### src/rtl/aimd_pkg.sv
// ----------------------------------------------------------------------------
// AIMD congestion window package
// Window format, adder widths, register indexes, sequencer states and
// datapath operations shared by the block's modules.
// ----------------------------------------------------------------------------
package aimd_pkg;

    localparam int WIN_WHOLE_BITS = 16;
    localparam int WIN_FRAC_BITS  = 16;
    localparam int WIN_BITS       = WIN_WHOLE_BITS + WIN_FRAC_BITS;

    localparam int QUO_BITS  = 2 * WIN_FRAC_BITS;
    localparam int MUL_STEPS = 16;
    localparam int MUL_BITS  = WIN_BITS + MUL_STEPS;
    localparam int ADD_W0    = (MUL_BITS > QUO_BITS + 1) ? MUL_BITS : QUO_BITS + 1;
    localparam int ADD_BITS  = (ADD_W0 > 33) ? ADD_W0 : 33;
    localparam int CNT_BITS  = $clog2(QUO_BITS);

    localparam int FLOOR_W0   = (16 + WIN_FRAC_BITS > WIN_BITS) ? 16 + WIN_FRAC_BITS : WIN_BITS;
    localparam int FLOOR_BITS = FLOOR_W0 + 1;

    localparam logic [1:0] CFG_INCREASE_STEP   = 2'd0;
    localparam logic [1:0] CFG_DECREASE_FACTOR = 2'd1;
    localparam logic [1:0] CFG_RTT_LIMIT       = 2'd2;
    localparam logic [1:0] CFG_MIN_WINDOW      = 2'd3;

    typedef enum logic [2:0] {
        S_IDLE,
        S_RTT,
        S_CMP,
        S_DIV,
        S_MUL,
        S_ADD,
        S_FLOOR,
        S_OUT
    } t_state;

    typedef enum logic [3:0] {
        OP_NONE,
        OP_LOAD,
        OP_RTT,
        OP_CMP,
        OP_DIV,
        OP_MUL,
        OP_ADD,
        OP_FLOOR,
        OP_PUBLISH
    } t_op;

    typedef struct packed {
        logic [15:0] step;
        logic [15:0] factor;
        logic [31:0] limit;
        logic [15:0] min_window;
    } t_cfg;

    typedef struct packed {
        t_op op;
    } t_ctrl;

    typedef struct packed {
        logic carry;
        logic slow;
        logic out_free;
    } t_stat;

endpackage

### src/rtl/aimd_ctrl.sv
// ----------------------------------------------------------------------------
// AIMD sequencer
// Steps one acknowledgement through the shared adder: round trip, compare, then
// divide and add, multiply and floor, or add; then hands the result to output.
// ----------------------------------------------------------------------------
module aimd_ctrl
    import aimd_pkg::*;
(
    input  logic  i_clk,
    input  logic  i_rst_n,
    input  logic  i_in_valid,
    input  t_stat i_stat,
    output logic  o_in_ready,
    output t_ctrl o_ctrl
);

    t_state               r_state, n_state;
    logic [CNT_BITS-1:0]  r_cnt, n_cnt;

    always_ff @(posedge i_clk) begin
        if (!i_rst_n) begin
            r_state <= S_IDLE;
            r_cnt   <= '0;
        end else begin
            r_state <= n_state;
            r_cnt   <= n_cnt;
        end
    end

    always_comb begin
        n_state = r_state;
        n_cnt   = r_cnt;
        case (r_state)
            S_IDLE: begin
                if (i_in_valid) n_state = S_RTT;
            end
            S_RTT: n_state = S_CMP;
            S_CMP: begin
                if (!i_stat.carry) begin
                    n_state = S_MUL;
                    n_cnt   = CNT_BITS'(MUL_STEPS - 1);
                end else if (i_stat.slow) begin
                    n_state = S_ADD;
                end else begin
                    n_state = S_DIV;
                    n_cnt   = CNT_BITS'(QUO_BITS - 1);
                end
            end
            S_DIV: begin
                n_cnt = r_cnt - 1'b1;
                if (r_cnt == '0) n_state = S_ADD;
            end
            S_MUL: begin
                n_cnt = r_cnt - 1'b1;
                if (r_cnt == '0) n_state = S_FLOOR;
            end
            S_ADD:   n_state = S_OUT;
            S_FLOOR: n_state = S_OUT;
            S_OUT: begin
                if (i_stat.out_free) n_state = S_IDLE;
            end
            default: n_state = S_IDLE;
        endcase
    end

    always_comb begin
        o_in_ready  = 1'b0;
        o_ctrl.op   = OP_NONE;
        case (r_state)
            S_IDLE: begin
                o_in_ready = i_rst_n;
                if (i_in_valid) o_ctrl.op = OP_LOAD;
            end
            S_RTT:   o_ctrl.op = OP_RTT;
            S_CMP:   o_ctrl.op = OP_CMP;
            S_DIV:   o_ctrl.op = OP_DIV;
            S_MUL:   o_ctrl.op = OP_MUL;
            S_ADD:   o_ctrl.op = OP_ADD;
            S_FLOOR: o_ctrl.op = OP_FLOOR;
            S_OUT: begin
                if (i_stat.out_free) o_ctrl.op = OP_PUBLISH;
            end
            default: o_ctrl.op = OP_NONE;
        endcase
    end

endmodule

### src/rtl/aimd_dp.sv
// ----------------------------------------------------------------------------
// AIMD datapath
// Window and slow start state, one shared add/subtract unit used for the
// round trip, the limit compare, restoring divide, shift-add multiply,
// growth with saturation and the floor compare; output register.
// ----------------------------------------------------------------------------
module aimd_dp
    import aimd_pkg::*;
(
    input  logic        i_clk,
    input  logic        i_rst_n,
    input  t_ctrl       i_ctrl,
    input  t_cfg        i_cfg,
    input  logic [31:0] i_sent_time,
    input  logic [31:0] i_ack_time,
    input  logic        i_out_ready,
    output t_stat       o_stat,
    output logic        o_out_valid,
    output logic [15:0] o_window_whole,
    output logic [15:0] o_window_fraction,
    output logic        o_in_slow_start,
    output logic        o_congestion_seen
);

    logic [31:0]          r_sent, r_ack, r_rtt;
    logic [ADD_BITS-1:0]  r_acc;
    logic [QUO_BITS-1:0]  r_quo;
    logic [15:0]          r_mulb;
    logic [WIN_BITS-1:0]  r_window;
    logic                 r_slow, r_cong;
    logic                 r_out_valid;
    logic [15:0]          r_whole, r_frac;
    logic                 r_out_slow, r_out_cong;

    logic [ADD_BITS-1:0]   add_a, add_b;
    logic                  add_sub;
    logic [ADD_BITS:0]     add_sum;
    logic                  carry;

    logic [15+WIN_FRAC_BITS:0]   step_ext;
    logic [WIN_FRAC_BITS-1:0]    step_al;
    logic [FLOOR_BITS-1:0]       floor_ext;
    logic [WIN_BITS-1:0]         floor_w;
    logic [WIN_BITS-1:0]         divisor;
    logic [WIN_BITS-1:0]         dec_w;
    logic [WIN_BITS:0]           rem_sh;
    logic [WIN_WHOLE_BITS+15:0]  whole_ext;
    logic [WIN_FRAC_BITS+15:0]   frac_ext;
    logic                        out_free;

    assign step_ext  = {i_cfg.step, {WIN_FRAC_BITS{1'b0}}} >> 16;
    assign step_al   = step_ext[WIN_FRAC_BITS-1:0];
    assign floor_ext = FLOOR_BITS'({i_cfg.min_window, {WIN_FRAC_BITS{1'b0}}});
    assign floor_w   = (|floor_ext[FLOOR_BITS-1:WIN_BITS]) ? '1 : floor_ext[WIN_BITS-1:0];
    assign divisor   = (r_window == '0) ? WIN_BITS'(1) : r_window;
    assign dec_w     = r_acc[WIN_BITS+MUL_STEPS-1:MUL_STEPS];
    assign rem_sh    = {r_acc[WIN_BITS-1:0], r_quo[QUO_BITS-1]};

    always_comb begin
        add_a   = '0;
        add_b   = '0;
        add_sub = 1'b0;
        case (i_ctrl.op)
            OP_RTT: begin
                add_a   = ADD_BITS'(r_ack);
                add_b   = ADD_BITS'(r_sent);
                add_sub = 1'b1;
            end
            OP_CMP: begin
                add_a   = ADD_BITS'(i_cfg.limit);
                add_b   = ADD_BITS'(r_rtt);
                add_sub = 1'b1;
            end
            OP_DIV: begin
                add_a   = ADD_BITS'(rem_sh);
                add_b   = ADD_BITS'(divisor);
                add_sub = 1'b1;
            end
            OP_MUL: begin
                add_a = r_acc << 1;
                add_b = r_mulb[15] ? ADD_BITS'(r_window) : '0;
            end
            OP_ADD: begin
                add_a = ADD_BITS'(r_window);
                add_b = r_slow ? ADD_BITS'(step_al) : ADD_BITS'(r_quo);
            end
            OP_FLOOR: begin
                add_a   = ADD_BITS'(dec_w);
                add_b   = ADD_BITS'(floor_w);
                add_sub = 1'b1;
            end
            default: begin
                add_a = '0;
            end
        endcase
    end

    assign add_sum = {1'b0, add_a} + {1'b0, add_b ^ {ADD_BITS{add_sub}}}
                   + (ADD_BITS+1)'(add_sub);
    assign carry   = add_sum[ADD_BITS];

    assign out_free = !r_out_valid || i_out_ready;

    always_ff @(posedge i_clk) begin
        case (i_ctrl.op)
            OP_LOAD: begin
                r_sent <= i_sent_time;
                r_ack  <= i_ack_time;
            end
            OP_RTT: r_rtt <= add_sum[31:0];
            OP_CMP: begin
                r_cong <= !carry;
                r_acc  <= '0;
                r_quo  <= {step_al, {WIN_FRAC_BITS{1'b0}}};
                r_mulb <= i_cfg.factor;
            end
            OP_DIV: begin
                r_acc <= carry ? ADD_BITS'(add_sum[WIN_BITS-1:0])
                               : ADD_BITS'(rem_sh[WIN_BITS-1:0]);
                r_quo <= {r_quo[QUO_BITS-2:0], carry};
            end
            OP_MUL: begin
                r_acc  <= add_sum[ADD_BITS-1:0];
                r_mulb <= {r_mulb[14:0], 1'b0};
            end
            OP_PUBLISH: begin
                r_whole    <= (|whole_ext[WIN_WHOLE_BITS+15:16]) ? 16'hFFFF : whole_ext[15:0];
                r_frac     <= frac_ext[15:0];
                r_out_slow <= r_slow;
                r_out_cong <= r_cong;
            end
            default: r_rtt <= r_rtt;
        endcase
    end

    assign whole_ext = {16'b0, r_window[WIN_BITS-1:WIN_FRAC_BITS]};
    assign frac_ext  = {r_window[WIN_FRAC_BITS-1:0], 16'b0} >> WIN_FRAC_BITS;

    always_ff @(posedge i_clk) begin
        if (!i_rst_n) begin
            r_window    <= WIN_BITS'(16) << WIN_FRAC_BITS;
            r_slow      <= 1'b1;
            r_out_valid <= 1'b0;
        end else begin
            case (i_ctrl.op)
                OP_ADD: begin
                    r_window <= (|add_sum[ADD_BITS:WIN_BITS]) ? '1 : add_sum[WIN_BITS-1:0];
                end
                OP_FLOOR: begin
                    r_window <= carry ? dec_w : floor_w;
                    r_slow   <= 1'b0;
                end
                default: r_window <= r_window;
            endcase
            if (i_ctrl.op == OP_PUBLISH) begin
                r_out_valid <= 1'b1;
            end else if (i_out_ready) begin
                r_out_valid <= 1'b0;
            end
        end
    end

    assign o_stat.carry    = carry;
    assign o_stat.slow     = r_slow;
    assign o_stat.out_free = out_free;

    assign o_out_valid       = r_out_valid;
    assign o_window_whole    = r_whole;
    assign o_window_fraction = r_frac;
    assign o_in_slow_start   = r_out_slow;
    assign o_congestion_seen = r_out_cong;

endmodule

### src/rtl/aimd_congestion_window_top.sv
// Result path, input transfer to result valid: round trip, limit compare, then
// growth add in slow start, 16-step shift-add multiply and floor compare on
// congestion, or restoring divide (one quotient bit per cycle in the shared
// adder) and growth add in congestion avoidance. One acknowledgement at a time:
// the next is taken in the cycle after the result enters the output register.
// Reset: synchronous; window 16.0, slow start on, registers at their defaults.
// ----------------------------------------------------------------------------
// AIMD congestion window top level
// Configuration registers, sequencer and shared-adder datapath.
// ----------------------------------------------------------------------------
module aimd_congestion_window_top
    import aimd_pkg::*;
(
    input  logic        i_clk,
    input  logic        i_rst_n,
    input  logic        i_cfg_we,
    input  logic [1:0]  i_cfg_index,
    input  logic [31:0] i_cfg_data,
    input  logic        i_in_valid,
    output logic        o_in_ready,
    input  logic [31:0] i_sent_time,
    input  logic [31:0] i_ack_time,
    output logic        o_out_valid,
    input  logic        i_out_ready,
    output logic [15:0] o_window_whole,
    output logic [15:0] o_window_fraction,
    output logic        o_in_slow_start,
    output logic        o_congestion_seen
);

    t_cfg  r_cfg;
    t_ctrl ctrl;
    t_stat stat;

    always_ff @(posedge i_clk) begin
        if (!i_rst_n) begin
            r_cfg.step       <= 16'd16384;
            r_cfg.factor     <= 16'd8192;
            r_cfg.limit      <= 32'd1000;
            r_cfg.min_window <= 16'd2;
        end else if (i_cfg_we) begin
            case (i_cfg_index)
                CFG_INCREASE_STEP:   r_cfg.step       <= i_cfg_data[15:0];
                CFG_DECREASE_FACTOR: r_cfg.factor     <= i_cfg_data[15:0];
                CFG_RTT_LIMIT:       r_cfg.limit      <= i_cfg_data;
                CFG_MIN_WINDOW:      r_cfg.min_window <= i_cfg_data[15:0];
                default:             r_cfg            <= r_cfg;
            endcase
        end
    end

    aimd_ctrl u_ctrl (
        .i_clk      (i_clk),
        .i_rst_n    (i_rst_n),
        .i_in_valid (i_in_valid),
        .i_stat     (stat),
        .o_in_ready (o_in_ready),
        .o_ctrl     (ctrl)
    );

    aimd_dp u_dp (
        .i_clk             (i_clk),
        .i_rst_n           (i_rst_n),
        .i_ctrl            (ctrl),
        .i_cfg             (r_cfg),
        .i_sent_time       (i_sent_time),
        .i_ack_time        (i_ack_time),
        .i_out_ready       (i_out_ready),
        .o_stat            (stat),
        .o_out_valid       (o_out_valid),
        .o_window_whole    (o_window_whole),
        .o_window_fraction (o_window_fraction),
        .o_in_slow_start   (o_in_slow_start),
        .o_congestion_seen (o_congestion_seen)
    );

endmodule
### config.mk
export PLATFORM = sky130hd
export DESIGN_NAME = aimd_congestion_window_top
export DESIGN_NICKNAME = d
export VERILOG_FILES = /design/src/rtl/aimd_pkg.sv /design/src/rtl/aimd_ctrl.sv /design/src/rtl/aimd_dp.sv /design/src/rtl/aimd_congestion_window_top.sv
export SDC_FILE = /design/constraint.sdc
export NUM_CORES = 1
export LEC_CHECK = 0
export ABC_AREA = 1
export BUFFER_PORTS_ARGS = -buffer_cell sky130_fd_sc_hd__buf_4
export CAP_MARGIN = 20
export CORE_ASPECT_RATIO = 1.4
export CORE_MARGIN = 2
export CORE_UTILIZATION = 40
export CTS_CLUSTER_DIAMETER = 30
export CTS_CLUSTER_SIZE = 24
export DETAILED_ROUTE_END_ITERATION = 8
export GPL_TIMING_DRIVEN = 0
export PLACE_DENSITY_LB_ADDON = 0.1
export SETUP_SLACK_MARGIN = 0.5
export SYNTH_ARGS = -nofsm -noshare
export SYNTH_HDL_FRONTEND = slang
export SYNTH_SLANG_ARGS = --single-unit
### constraint.sdc
create_clock -name i_clk -period 10.6 [get_ports i_clk]
set_input_delay 2.65 -clock i_clk [delete_from_list [all_inputs] [get_ports i_clk]]
set_output_delay 2.65 -clock i_clk [all_outputs]
set_load 0.05 [all_outputs]
==> flow_summary.yaml, run 1 <==
setup_path:
  r2r_cells: 29
  worst_r2r_startpoint: "u_ctrl.r_state[0]"
  start_kind: "input pin"
  rrSetupSlack_ns: 2.53
  required_ns: 10.94
  startpoint: "i_out_ready"
  worstPathMaxFanout: 10
  worstReg2RegEnd: "u_dp.r_acc[26]"
  critical_path.endpoint_type: "flop"
  arrival_ns: 9.67
  worst-setup-path-type: "input pin to flop"
timing:
  layout_worst_path_cycle_share: 0.8806
  unrepaired_setup_endpoints_after_global_routing: "no"
  report.final.setup_viol: 0
  maxClockFrequency_mhz: 107.1
  worst_slew_pin_slew_ns: 1.113
  maxSlewViolCount: 0
  post-route-min-period_ns: 9.335
  timing.final.hold_violations: 0
  rel_slew_slack: 0.2522
  skew_ns: 0.03371
final_layout:
  fin_nets: 2751
  layout.cells.most_common_list: "nand2_1, inv_1, nor2_1, edfxtp_1, o21ai_0"
  most_common_library_cell_in_the_layout_ignoring_fill_and_taps: "nand2_1"
  area_growth_pct: 25.63
  num-fill-cells: 4662
  antenna_cells: 0
  post_route_cells_drive_above_1_share: 0.1299
  final_core_utilization: 0.5061
synth:
  syn_inst: 2360
  seq_area_frac_synth: 0.4821
  synth_top_cells_by_area: "edfxtp_1, dfxtp_1, nand2_1"
  netlist.area_leader.share: 0.3550
  yosysUniqueCellTypes: 55
  yosys_warnings: 0
  synth-seq-cells: 349
  synth_enable_flop_cells: 227
  synth.net_count: 2517
  netlist_area_before_placement_sq_um: 19200
  yosysTopAreaCell: "edfxtp_1"
  synth-main-ff-cell: "edfxtp_1"
  async_reset_ff_frac: 0
  post_synth.cell_area_avg_sq_um: 8.137
clock_tree:
  worstSkewPairLatency_ns: 0.63
  post_cts_resized: 0
  ctsHtreeMaxLevel: 3
  cts_root_buffer: "clkbuf_16"
  cts_buffer_depth: 3
  cts.hold.buffers_added: 0
  cts_sinks: 349
  cts_made_buffers: 82
  clock_tree_from_tritoncts: "done"
  postCtsSetupBuffers: 0
  clkTransAtPathRegs_ns: 0.05
route:
  first_iter_violations: 1781
  drc_errors: 0
  routed_wl_microns: 89400
  via_per_inst: 5.545
  avgRoutedWirePerCell_microns: 27.15
  first_pass_iteration_count_of_the_detailed_router: 5
  antenna_violation_net_count_after_detailed_routing: 0
  routed-via-count: 18259
worst_hold_path:
  worstHoldEndpoint: "r_cfg[17]"
  worst_hold_path.num_cells: 2
  holdCritPathClass: "flop to flop"
  min-delay-start: "r_cfg[17]"
floorplanning:
  floorplan.io_pins: 139
  fp-row-count: 95
  die_w_microns: 189.2
  design.die.area_sq_um: 49800
  core-area_sq_um: 47660
  die_h_microns: 263.3
  floorplan.initialDensity: 0.4029
grt:
  maximum_number_of_pins_on_one_net_before_global_route_repair: 30
  grt_pass1_vias: 18374
  gr-usage-all-layers: 0.3553
  grt_antenna_before_repair: 0
  grt_pass1_wl_microns: 125100
  overflow: 0
run:
  cap_violations: 0
placement:
  port_buffers: 137
  dp_hpwl_microns: 71850
  gpl.final_weighted_congestion: 1.070
status:
  status: "complete, no violations"
==> stage by stage <==
stage	cell area [sq um]	TNS, ns	instances	setup WS (ns)	hold WS (ns)
detailed placement	21200	0	3140	0.7676	0.4425
floorplan	19200	0	2360	2.528	0.4003
CTS	24120	0	3293	1.403	0.4539
global route	24120	0	3293	0.9734	0.4721
global placement	21020	-82.14	3127	-0.9770	0.4388
finish	24120	0	3293	1.265	0.4503
==> how the worst max path moves through the flow <==
stage,end,cells past startpoint
5_1_grt,u_dp.r_acc[26],27
3_3_place_gp,u_dp.r_ack[15],6
3_5_place_dp,u_dp.r_acc[26],27
2_1_floorplan,u_dp.r_ack[0],7
4_1_cts,u_dp.r_acc[26],27
6_report,u_dp.r_acc[26],27
==> critical path, cell delays in order <==
cell	delay [ns]
buf_4	0.11
inv_1	0.04
nand2_1	0.07
nand2_2	0.13
nand2_4	0.10
nor2_1	0.27
inv_1	0.21
nor2_1	0.46
inv_1	0.15
clkbuf_1	0.44
buf_1	0.49
nor2_1	0.30
ha_1	0.33
a21oi_1	0.26
o21ai_0	0.21
nand2_1	0.10
nand2_1	0.12
a31oi_1	0.34
nand2_1	0.10
nor2_1	0.27
buf_2	0.33
clkinv_1	0.37
nand2_1	0.15
clkinv_1	0.28
nor2_1	0.75
buf_2	0.44
o22ai_1	0.15
==> cells in the mapped netlist, drive strengths merged (3+ instances only) <==
cell type / count
a21o: 5
o22ai: 35
o211ai: 22
o2111ai: 15
o21a: 8
nor4: 7
dfxtp: 122
nor3: 15
nand4: 9
buf: 20
and3: 3
nand3: 66
inv: 320
o221ai: 26
o21ai: 219
nand3b: 5
xnor2: 11
nand2: 475
a221oi: 31
o21bai: 4
edfxtp: 227
ha: 53
a31oi: 12
clkinv: 5
clkbuf: 80
nor2: 290
a21oi: 206
xor2: 56
==> registers in the layout, summed over array words and instances, names as in the netlist, 3 cells and up <==
register                flops
r_cfg                      80
u_ctrl.r_cnt                5
u_ctrl.r_state              3
u_dp.o_window_fraction     16
u_dp.o_window_whole        16
u_dp.r_acc                 48
u_dp.r_ack                 32
u_dp.r_mulb                16
u_dp.r_quo                 32
u_dp.r_rtt                 32
u_dp.r_sent                32
u_dp.r_window              32
==> logic make-up after synthesis <==
| kind of cell | synth area share |
|---|---|
| xor+xnor | 0.03056 |
| flops | 0.4821 |
| fa+ha+maj | 0.03557 |
| simple gates | 0.1860 |
| buf+inv | 0.08574 |
| compound gates | 0.1800 |
==> layer usage <==
metal	up-vias	part of all wire	global-route usage
met5	-	0	0
met3	249	0.068	0.06586
met2	872	0.49	0.6143
li1	8478	-	-
met1	8660	0.36	0.3879
met4	0	0.081	0.2565
==> area by class of cell <==
| class | instances | area, sq um | share of cell area |
|---|---|---|---|
| sequential | 349 | 9259 | 0.3838 |
| multi-input combinational | 1586 | 8312 | 0.3445 |
| clock buffer | 100 | 2225 | 0.09221 |
| inverter | 325 | 1222 | 0.05067 |
| timing repair buffer | 150 | 1194 | 0.04948 |
| tap | 630 | 788.3 | 0.03267 |
| clock inverter | 53 | 698.2 | 0.02894 |
| buffer | 100 | 426.7 | 0.01769 |
Power of run 1 is not shown: default switching activity piles up to over one toggle a cycle in this logic, so the estimate is an artifact.
==> run 2, diff against run 1 <==
==> constraint.sdc (replaced) <==
create_clock -name i_clk -period 10.6 [get_ports i_clk]
set_input_delay 0 -clock i_clk [delete_from_list [all_inputs] [get_ports i_clk]]
set_output_delay 0 -clock i_clk [all_outputs]
set_load 0.05 [all_outputs]
==> flow_summary.yaml, run 2 (synthesized netlist as in run 1, its figures left out) <==
route:
  avgRoutedWirePerCell_microns: 26.59
  antenna_violation_net_count_after_detailed_routing: 0
  drc_errors: 0
  routed-via-count: 18818
  via_per_inst: 5.522
  first_iter_violations: 1843
  routed_wl_microns: 90600
  first_pass_iteration_count_of_the_detailed_router: 6
clock_tree:
  post_cts_resized: 0
  worstSkewPairLatency_ns: 0.63
  cts_root_buffer: "clkbuf_16"
  cts_made_buffers: 82
  clkTransAtPathRegs_ns: 0.05
  cts_sinks: 349
  ctsHtreeMaxLevel: 3
  cts.hold.buffers_added: 112
  clock_tree_from_tritoncts: "done"
  cts_buffer_depth: 3
  postCtsSetupBuffers: 0
grt:
  grt_use_met3: 0.06586
  busiest_layer: "met2"
  grt_pass1_wl_microns: 127200
  maximum_number_of_pins_on_one_net_before_global_route_repair: 30
  overflow: 0
  grt_pass1_vias: 18959
  grt_util_met1: 0.3918
  globalRouteMet2Util: 0.6255
  gr-usage-all-layers: 0.3602
  grt_antenna_before_repair: 0
setup_path:
  start_kind: "flop"
  critical_path.endpoint_type: "flop"
  worstReg2RegEnd: "u_dp.r_acc[30]"
  rrSetupSlack_ns: 2.39
  critical-path-top-delay-family: "buffers and inverters"
  worst-setup-path-type: "flop to flop"
  path_buf_inv: 10
  timing.critical_path.slowest_cell_delay_ns: 0.82
  required_ns: 10.94
  arrival_ns: 8.55
  worst_r2r_startpoint: "u_ctrl.r_state[0]"
  crit_slowest_cell: "nor2_1"
  worstPathMaxFanout: 10
  r2r_cells: 29
timing:
  post-route-min-period_ns: 8.212
  unrepaired_setup_endpoints_after_global_routing: "no"
  timing.final.hold_violations: 0
  layout_worst_path_cycle_share: 0.7747
  worst_slew_pin_slew_ns: 1.095
  skew_ns: 0.02986
  rel_slew_slack: 0.2620
  finalSetupTns_ns: 0
  maxSlewViolCount: 0
  report.final.setup_viol: 0
  maxClockFrequency_mhz: 121.8
floorplanning:
  fp-row-count: 95
  die_w_microns: 189.2
  design.die.area_sq_um: 49800
  die_h_microns: 263.3
  floorplan.initialDensity: 0.4029
  floorplan.io_pins: 139
  core-area_sq_um: 47660
final_layout:
  top_register: "r_cfg"
  fin_nets: 2863
  post_route_cells_drive_above_1_share: 0.1247
  multi_input_comb_area_sq_um: 8312
  layout.cells.most_common_list: "nand2_1, inv_1, nor2_1, edfxtp_1, o21ai_0"
  most_common_library_cell_in_the_layout_ignoring_fill_and_taps: "nand2_1"
  reg.largest.list: "r_cfg x80, u_dp.r_acc x48"
  largest_register_ff_count: 80
  ff_latch_area_sq_um: 9259
  area_growth_pct: 31.50
  num-fill-cells: 4550
placement:
  dp_hpwl_microns: 71850
  gpl.final_weighted_congestion: 1.070
  port_buffers: 137
status:
  status: "complete, no violations"
worst_hold_path:
  min-delay-start: "i_rst_n"
  holdCritPathClass: "input pin to flop"
  worst_hold_path.num_cells: 3
  worstHoldEndpoint: "u_dp.r_window[31]"
run:
  cap_violations: 0
## run 2: changes by cell type in the layout (fill, tap and decap cells not counted)
cell,previous run,this run
diode_2,0,3
dlygate4sd3_1,0,112
## run 2: worst max path at each step
stage | from | endpoint | slack (ns) | cells after the start
6_report | u_ctrl.r_state[0] | u_dp.r_acc[30] | 2.39 | 29
5_1_grt | u_ctrl.r_state[1] | u_dp.r_acc[26] | 2.24 | 29
4_1_cts | u_ctrl.r_state[0] | u_dp.r_acc[26] | 2.68 | 29
3_5_place_dp | u_ctrl.r_state[0] | u_dp.r_acc[26] | 2.71 | 29
3_3_place_gp | u_ctrl.r_state[1] | u_dp.r_ack[15] | 1.07 | 8
2_1_floorplan | u_ctrl.r_state[0] | u_dp.r_ack[0] | 4.49 | 9
## run 2: through the flow
step,hold WS [ns],std cells,worst slack (ns),util,area [sq um]
4_1_cts,0.03840,3405,2.679,0.5297,25250
2_1_floorplan,0.09887,2360,4.492,-,19200
3_5_place_dp,0.1792,3140,2.706,0.4448,21200
5_1_grt,0.07097,3405,2.241,0.5297,25250
3_3_place_gp,0.1783,3127,1.072,0.4410,21020
6_report,0.03155,3408,2.388,0.5298,25250
## run 2: cell type report
| class | count | area share |
|---|---|---|
| Antenna cell | 3 | 0.0002973 |
| Buffer | 100 | 0.01690 |
| Clock buffer | 100 | 0.08809 |
| Clock inverter | 53 | 0.02765 |
| Inverter | 325 | 0.04841 |
| Multi-Input combinational cell | 1586 | 0.3291 |
| Sequential cell | 349 | 0.3666 |
| Tap cell | 630 | 0.03121 |
| Timing Repair Buffer | 262 | 0.09166 |
## run 2: worst min-delay path: stages
cell,delay [ns]
clkbuf_1,0.36
o21ai_0,0.19
a21oi_1,0.06
## run 2: routing by layer
| layer | up-vias | share of wire |
|---|---|---|
| li1 | 8710 | - |
| met1 | 8988 | 0.36 |
| met2 | 870 | 0.50 |
| met3 | 250 | 0.065 |
| met4 | 0 | 0.078 |
| met5 | - | 0 |
Power of run 2 is left out for the same reason.
